File: src/rtl/assert_macros.svh
// Assertion shorthands used by pixel_bucket_sort.
`ifndef ASSERT_MACROS_SVH
`define ASSERT_MACROS_SVH

// Same-cycle implication, disabled while reset is low.
`define PBS_ASSERT_NOW(label, clk, rst_n, ante, cons, msg) \
  label: assert property (@(posedge clk) disable iff (!rst_n) (ante) |-> (cons)) \
    else $error(msg);

// Next-cycle implication, disabled while reset is low.
`define PBS_ASSERT_NEXT(label, clk, rst_n, ante, cons, msg) \
  label: assert property (@(posedge clk) disable iff (!rst_n) (ante) |=> (cons)) \
    else $error(msg);

`endif

File: src/rtl/pbs_ram.sv
module pbs_ram #(
  parameter int WIDTH = 32,
  parameter int DEPTH = 64
) (
  input  logic                     clk,
  input  logic                     we,
  input  logic [$clog2(DEPTH)-1:0] waddr,
  input  logic [WIDTH-1:0]         wdata,
  input  logic                     re,
  input  logic [$clog2(DEPTH)-1:0] raddr,
  output logic [WIDTH-1:0]         rdata
);

  logic [WIDTH-1:0] mem [DEPTH];

  always_ff @(posedge clk) begin
    if (we) begin
      mem[waddr] <= wdata;
    end
    // hold the last read word while no read is issued
    if (re) begin
      rdata <= mem[raddr];
    end
  end

endmodule

File: config.mk
export PLATFORM = sky130hd
export DESIGN_NAME = pbs_ram
export DESIGN_NICKNAME = d
export VERILOG_FILES = /design/src/rtl/assert_macros.svh /design/src/rtl/pbs_ram.sv
export SDC_FILE = /design/constraint.sdc
export NUM_CORES = 2
export LEC_CHECK = 0
export BUFFER_PORTS_ARGS = -buffer_cell sky130_fd_sc_hd__buf_2
export CORE_ASPECT_RATIO = 0.9
export CORE_MARGIN = 2
export CORE_UTILIZATION = 30
export CTS_CLUSTER_SIZE = 30
export DETAILED_ROUTE_END_ITERATION = 10
export SLEW_MARGIN = 30
export SYNTH_ARGS = -nofsm -noshare
export SYNTH_HDL_FRONTEND = slang
export SYNTH_SLANG_ARGS = --single-unit
File: constraint.sdc
create_clock -name clk -period 4.54 [get_ports clk]
set_input_delay 0.454 -clock clk [delete_from_list [all_inputs] [get_ports clk]]
set_output_delay 0.454 -clock clk [all_outputs]
set_load 0.005 [all_outputs]
==> impl_metrics.ini <==
[logic_synthesis]
synth_top_family_by_area = multiplexers
synth_compound_area_frac = 0.0167
synthAdderAreaFrac = 0
synth_seq_area_share = 0.792
yosysWarnings = 0
ys_types = 33
yosysTopAreaCellShare = 0.792
syn_inst = 3324
ys.flop_type = edfxtp_1
yosysTopAreaCell = edfxtp_1
synth.area.mux_share = 0.167
avgSynthCellArea_um2 = 23.7
synth-seq-cells = 2080
syn_area_um2 = 78800
synthSimpleGateAreaFrac = 0.0126
synthArstFlopShare = 0
synth_xor_xnor_area_share = 0
synthTopCellsByArea = edfxtp_1, mux4_2, mux2i_1, o22ai_1, nor2_1
syn-num-nets = 3371
synth.most_common_cell = edfxtp_1
synth-edff-count = 2080
synth_commonest_cells = edfxtp_1, mux4_2, nor2_1

[power]
p_int_uw = 30500
power.density_nw_per_um2 = 426
power_uw = 38800
p_switching_uw = 8240
p_seq_frac = 0.551
total_leakage_power_uw = 0.0276
switching_share = 0.213
vdd_drop_max_mv = 0.346
p_comb_frac = 0.050
clkPwrFrac = 0.398

[global_route]
grt_pass1_vias = 37300
grt-ovfl-total = 0
grtUsageTotal = 0.153
grt_pass1_wl_um = 290000
antenna_found_initial = 26
grt_max_degree = 65

[flow_run]
cap_violations = 0

[placement]
dp.cells = 6891
dp_hpwl_um = 119000
portBuffers = 78
gp_congestion = 0.767

[setup_path]
rrSetupSlack_ns = 2.01
critPathKind = in -> reg
worstSetupStartpointType = primary input
regToRegStartpoint = mem[7][29]
r2r_cells = 4
cp.required_ns = 5.08
cp.arrival_ns = 3.47
crit_fanout = 32
reg2reg_to = rdata[29]
critPathCaptureType = flop

[cts]
ctsHtreeMaxLevel = 4
root_buffer = clkbuf_16
postCtsSetupBuffers = 0
clock_path_buffers = 3
numCtsBuffers = 201
cts_tree = yes
clock-sinks = 2080
insertion_delay_ns = 0.83
clk_pin_slew_worst_paths_ns = 0.06
ctsHoldBuffers = 0
cts-resized-gates = 0

[route]
routed_wl_um = 207000
dr.pass1.iters = 5
via_per_inst = 5.11
drcViolationCount = 0
postRouteAntennaNets = 0
drt_iter0_drc = 4561
num_vias = 37000
wl_per_cell_um = 28.5

[die]
die_h_um = 490
die_w_um = 544
dieArea_um2 = 267000
row_count = 178
core_area_um2 = 261000
initial_core_util = 0.302
pin_count = 79

[timing]
worst_slew_pin_slew_ns = 1.12
clock_skew_ns = 0.0298
fin_setup_tns_ns = 0
finalHoldViolCount = 0
setup_viol = 0
post-route-period-util = 0.646
fmax_ghz = 0.341
drv_slew = 0
relSlewSlack = 0.246
rsz0062_at_grt = false
finalCriticalPeriod_ns = 2.93

[hold_path]
holdPathStages = 1
hp-start = wdata[28]
hold_path_end = mem[1][28]
min_path_type = in -> reg

[cells_and_area]
final_cells = 7253
nets = 3631
area_growth_pct = 15.3
drive_gt1_frac = 0.295

[run_status]
status = finished clean
-- power by group through the flow --
stage	registers, uW	clock network (uW)	logic, uW
5_1_grt	21400	16500	2080
4_1_cts	21400	15700	1970
6_report	21400	15400	1950
2_1_floorplan	21700	0	1030
3_3_place_gp	21800	0	1920
3_5_place_dp	21800	0	1970
-- stage by stage --
stage               setup WS (ns)   util  hold WS [ns]  area (um^2)
floorplan                   0.926      -         0.553        78800
global placement            0.588  0.324         0.869        84800
detailed placement          0.706  0.325         0.865        85000
CTS                          1.62  0.348        0.0452        90900
global route                 1.49  0.348        0.0838        90900
finish                       1.61  0.348         0.110        90900
-- layout by cell type (no fill, tap or decap), types with 4 or more instances in the layout --
master / count
edfxtp_1: 2080
mux4_2: 544
clkbuf_16: 206
buf_4: 150
mux2i_1: 93
o22ai_1: 81
nor2_1: 75
a21oi_1: 62
nor2_4: 62
clkbuf_1: 61
buf_2: 53
clkinv_1: 50
buf_12: 30
o221ai_1: 27
nand2_1: 26
clkinv_2: 20
nor2b_1: 15
a22oi_1: 12
diode_2: 8
nand2b_1: 6
inv_6: 6
nand3b_1: 5
nor3_1: 5
nand3_1: 5
a311oi_2: 4
and3_1: 4
a41o_1: 4
o32ai_1: 4
a311oi_1: 4
clkinvlp_4: 4
bufinv_16: 4
-- cells by family (layout without fill, tap and decap cells) --
group / count (synthesis) / count (layout)
AO/OA/AOI/OAI: 202 / 202
other: 0 / 8
multiplexers: 637 / 637
buffers and inverters: 182 / 593
AND/OR/NAND/NOR: 223 / 223
flip-flops: 2080 / 2080
-- metal layers --
layer	global-route usage	wire [um]
met5	0	92
met4	0.0326	3770
met3	0.0409	18800
met2	0.243	98300
met1	0.212	85900
-- how the worst max path moves through the flow --
stage / startpoint / cells after the start / to
final: raddr[0] / 6 / rdata[2]
after CTS: raddr[0] / 6 / rdata[2]
after detailed placement: raddr[0] / 6 / rdata[16]
after floorplan: waddr[3] / 4 / mem[48][0]
after global routing: raddr[0] / 6 / rdata[2]
after global placement: raddr[0] / 6 / rdata[25]
-- final cells by class --
type                    count  area, um^2
clock inverters            87         547
flip-flops and latches   2080       62500
multi-input cells        1062       16000
well taps                3510        4390
repair buffers            239        2100
diodes                      8        20.0
clock buffers             267        5380
fillers                 24000      171000
-- flip-flops by register name (all words and copies together) (netlist names) --
name	flops
mem	2048
rdata	32
-- worst max-delay path: stages --
cell and delay [ns]:
buf_8 0.35, buf_4 0.63, mux4_2 0.59, mux4_2 0.49, o22ai_1 0.77, nor2_1 0.11
No activity file was read; power rests on OpenSTA's default activity.
