$ cat config.mk
export PLATFORM = sky130hd
export DESIGN_NAME = pbs_alu
export DESIGN_NICKNAME = d
export VERILOG_FILES = /design/src/rtl/assert_macros.svh /design/src/rtl/pbs_pkg.sv /design/src/rtl/pbs_alu.sv
export SDC_FILE = /design/constraint.sdc
export NUM_CORES = 1
export LEC_CHECK = 0
export BUFFER_PORTS_ARGS = -buffer_cell sky130_fd_sc_hd__buf_2
export CORE_MARGIN = 5
export CORE_UTILIZATION = 35
export DETAILED_ROUTE_END_ITERATION = 16
export PLACE_DENSITY = 0.61
export SLEW_MARGIN = 5
export SYNTH_ARGS = -nofsm -noshare
export SYNTH_HDL_FRONTEND = slang
export SYNTH_SLANG_ARGS = --single-unit
$ cat constraint.sdc
create_clock -name vclk -period 7.41
set_clock_uncertainty 0.15 [all_clocks]
set_input_delay 0.3705 -clock vclk [all_inputs]
set_output_delay 0.3705 -clock vclk [all_outputs]
set_load 0.05 [all_outputs]
$ cat src/rtl/assert_macros.svh
// Assertion shorthands used by pixel_bucket_sort.
`ifndef ASSERT_MACROS_SVH
`define ASSERT_MACROS_SVH

// Same-cycle implication, disabled while reset is low.
`define PBS_ASSERT_NOW(label, clk, rst_n, ante, cons, msg) \
  label: assert property (@(posedge clk) disable iff (!rst_n) (ante) |-> (cons)) \
    else $error(msg);

// Next-cycle implication, disabled while reset is low.
`define PBS_ASSERT_NEXT(label, clk, rst_n, ante, cons, msg) \
  label: assert property (@(posedge clk) disable iff (!rst_n) (ante) |=> (cons)) \
    else $error(msg);

`endif

$ cat src/rtl/pbs_pkg.sv
package pbs_pkg;

  localparam int PIX_W = 32;
  localparam int CFG_W = 9;
  localparam logic [CFG_W-1:0] CFG_RESET = 9'd16;

  typedef enum logic [3:0] {
    ST_CLEAR,
    ST_IDLE,
    ST_TAG,
    ST_CNT,
    ST_PFX,
    ST_SC_RD,
    ST_SC_POS,
    ST_SC_WR,
    ST_EMIT
  } state_t;

  typedef enum logic {
    ALU_ADD,
    ALU_TAG
  } alu_op_t;

endpackage

$ cat src/rtl/pbs_alu.sv
module pbs_alu #(
  parameter int KEY_BITS    = 16,
  parameter int MAX_BUCKETS = 256,
  parameter int NW          = 9,
  parameter int RW          = 8
) (
  input  pbs_pkg::alu_op_t            op,
  input  logic [KEY_BITS-1:0]         key,
  input  logic [pbs_pkg::CFG_W-1:0]   bucket_count,
  input  logic [RW-1:0]               a,
  input  logic [RW-1:0]               b,
  output logic [RW-1:0]               res
);

  logic [NW-1:0]          n_ext;
  logic [NW-1:0]          n_eff;
  logic [KEY_BITS+NW-1:0] prod;
  logic [NW-1:0]          tag_full;

  // zero count acts as one bucket, large counts saturate
  always_comb begin
    n_ext = NW'(bucket_count);
    if (n_ext == '0) begin
      n_eff = NW'(1);
    end else if (n_ext > NW'(MAX_BUCKETS)) begin
      n_eff = NW'(MAX_BUCKETS);
    end else begin
      n_eff = n_ext;
    end
  end

  // key < 2^KEY_BITS, so the tag always stays below n_eff
  assign prod     = {{NW{1'b0}}, key} * {{KEY_BITS{1'b0}}, n_eff};
  assign tag_full = prod[KEY_BITS+NW-1:KEY_BITS];

  always_comb begin
    case (op)
      pbs_pkg::ALU_TAG: res = RW'(tag_full);
      pbs_pkg::ALU_ADD: res = a + b;
      default:          res = a + b;
    endcase
  end

endmodule

==> flow_summary.ini <==
[cts]
cts_setup_buffers = 0
ctsHoldBuffers = 0
post_cts_resize_count = 0

[cells_and_area]
area.sequential_um2 = 0
multi_input_comb_area_mm2 = 0.003979
drive_gt1_share_pct = 11.87
clkbuf_count = 0
antenna-diode-count = 0
nNetsFinal = 761
layout.cells.non_filler = 745
nFillCells = 1314
most_frequent_cells_in_the_layout = 120 x sky130_fd_sc_hd__inv_1, 98 x sky130_fd_sc_hd__fa_1, 88 x sky130_fd_sc_hd__nand2_1
design.seq.count = 0
areaGrowthSynthToFinish_pct = 9.833
stdcell_area_mm2 = 0.004947
mostFrequentLayoutCell = sky130_fd_sc_hd__inv_1

[timing]
timing_worst_slew_pin_value_ns = 0.4542
post-route-period-util_pct = 83.44
highest_attainable_clock_frequency_mhz = 161.7
period_needed_ns = 6.183
final_max_slew_viol_count = 0
rsz0062_at_grt = no
final.setup.tns_ns = 0
setup_ws_ns = 1.227
setup-violations-final = 0
hold_viol_final = 0
slew_headroom_pct = 69.72

[run]
timing.max_cap.violations = 0

[yosys]
netlist_top_cells_area = sky130_fd_sc_hd__fa_1 44%, sky130_fd_sc_hd__ha_1 13%, sky130_fd_sc_hd__inv_1 10%, sky130_fd_sc_hd__and2_1 8.1%, sky130_fd_sc_hd__nand2_1 7.3%
netlist-cell-type-count = 44
synth.avg_cell_area_um2 = 8.404
combinational_family_with_the_most_area_after_synthesis = adder cells
synth_seq_area_share_pct = 0
post_synth_design_cell_area_mm2 = 0.004504
synth_simple_gate_area_share_pct = 20.61
synth_top_cell_area_share_pct = 43.56
syn-num-nets = 722
synth_cells = 536
yosys_warnings = 0
synth.area.mux_share_pct = 0.4444
synth_largest_area_cell = sky130_fd_sc_hd__fa_1
synth_compound_gate_area_share_pct = 7.639
yosys.area_share.adder_pct = 56.33
yosys.area_share.xor_xnor_pct = 3.306

[setup_path]
worstPathMaxFanout = 14
critical_path.startpoint_type = input pin
critPathMostFrequentCell = sky130_fd_sc_hd__fa_1
cp-end-kind = output port
cp_slowest_stage_delay_ns = 0.56
critPathSlowestCell = sky130_fd_sc_hd__fa_1
critical_path.cell_chain = buf_2, nor4_1, a21oi_2, nor2_1, buf_4, nand2_1, fa_1, inv_1, fa_1, fa_1, inv_1, fa_1, inv_1, ha_1, and3_1, a221oi_1, o21ai_1, a41oi_4, a31oi_4, xnor2_1, a21oi_1, buf_2
criticalPathCategory = input pin to output port
crit_family = adder cells
cp_data_arrival_time_ns = 5.66
path_buf_inv = 6
cp_data_required_time_ns = 6.89

[power_and_ir_drop]
total_leakage_power_nw = 2.663
worst_ir_drop_vdd_v = 0.0001733
total_power_w = 0.0006833
pwr_density_cell_mw_per_mm2 = 138.1

[global_routing]
grt_start_max_net_pins = 26
number_of_antenna_violations_at_the_first_check_in_global_routing = 0
number_of_global_route_vias_before_repair = 4048
wire_length_of_the_first_global_routing_pass_mm = 18.97
grt-ovfl-total = 0
grt_usage_pct = 15.23

[die]
design.portCount = 50
initial_cell_density_of_the_core_pct = 35.69
floorplan.die.width_um = 123.4
total_core_area_mm2 = 0.01262
full_die_area_mm2 = 0.01524
die_height_um = 123.4
standard_cell_rows = 41

[placement]
hpwlAfterDp_mm = 8.872
place_area_mm2 = 0.004947
dp_worst_setup_slack_ns = 1.235
number_of_input_and_output_port_buffers_inserted = 50
gp_congestion = 0.8380
placedCellCount = 745

[drt]
routedWlPerCell_um = 14.10
drt-initial-drc-count = 145
firstDrtPassIters = 4
drc = 0
detail_route.wirelength_mm = 10.50
routed-via-count = 3567
post_drt_via_cell_ratio = 4.788
antenna_violating_nets_post_route = 0

[hold_path]
timing.hold.worst.class = input pin to output port

[status]
result_of_the_run = completed
[per-stage QoR]
stage / hold WS [ns] / util (%)
after detailed placement: 1.127 / 39.20
final: 1.126 / 39.20
after global placement: 1.141 / 39.20
after floorplan: 1.053 / -
after global routing: 1.168 / 39.20
after CTS: 1.132 / 39.20
[worst paths after layout]
check / from / endpoint / slack, ns / cells past startpoint
worst max-delay path: bucket_count[1] / res[5] / 1.23 / 22
worst min-delay path: op / res[1] / 1.13 / 4
[cells in the mapped netlist, drive strengths merged (3+ instances only)]
cell type and instances:
o21ai 10, clkbuf 12, xnor2 12, nand4 3, and2 62, nand2 88, xor2 5, a31oi 3
nor2 10, inv 120, a21oi 21, buf 8, a21o 4, ha 46, o21a 3, nor2b 8
fa 98
[logic make-up (layout without fill, tap and decap cells)]
group,Yosys count,count (layout)
AOI/OAI and AO/OA,49,49
muxes,2,2
xor gates and xnor gates,17,17
buffers and inverters,140,177
adders and majority gates,144,144
and+or+nand+nor,184,184
[cell type report]
cell class                 instances  share of cell area, %
tap                              172                  4.350
multi-input combinational        396                  80.43
timing repair buffer              57                  6.120
inverter                         120                  9.105
[routing by layer]
layer | routed length (µm) | part of all wire, % | vias to the layer above | global-route usage, %
met5 | 0 | 0 | - | 0
met4 | 110 | 1.0 | 0 | 1.799
met3 | 487 | 4.6 | 10 | 1.052
met2 | 5272 | 50 | 101 | 27.56
met1 | 4631 | 44 | 1779 | 20.58
li1 | - | - | 1677 | -
[tightest hold or removal path: stages]
cell and delay (ns):
sky130_fd_sc_hd__buf_2 0.19, sky130_fd_sc_hd__nand2_1 0.08, sky130_fd_sc_hd__o21ai_1 0.05, sky130_fd_sc_hd__buf_2 0.21
[report_power, final]
group	leakage, nW	internal [W]	switching [W]	total (W)
clock network	0	0	0	0
registers	0	0	0	0
logic	2.66	0.000261	0.000422	0.000683
total	2.66	0.000261	0.000422	0.000683
Note: power is estimated with default switching activity, not from simulation.
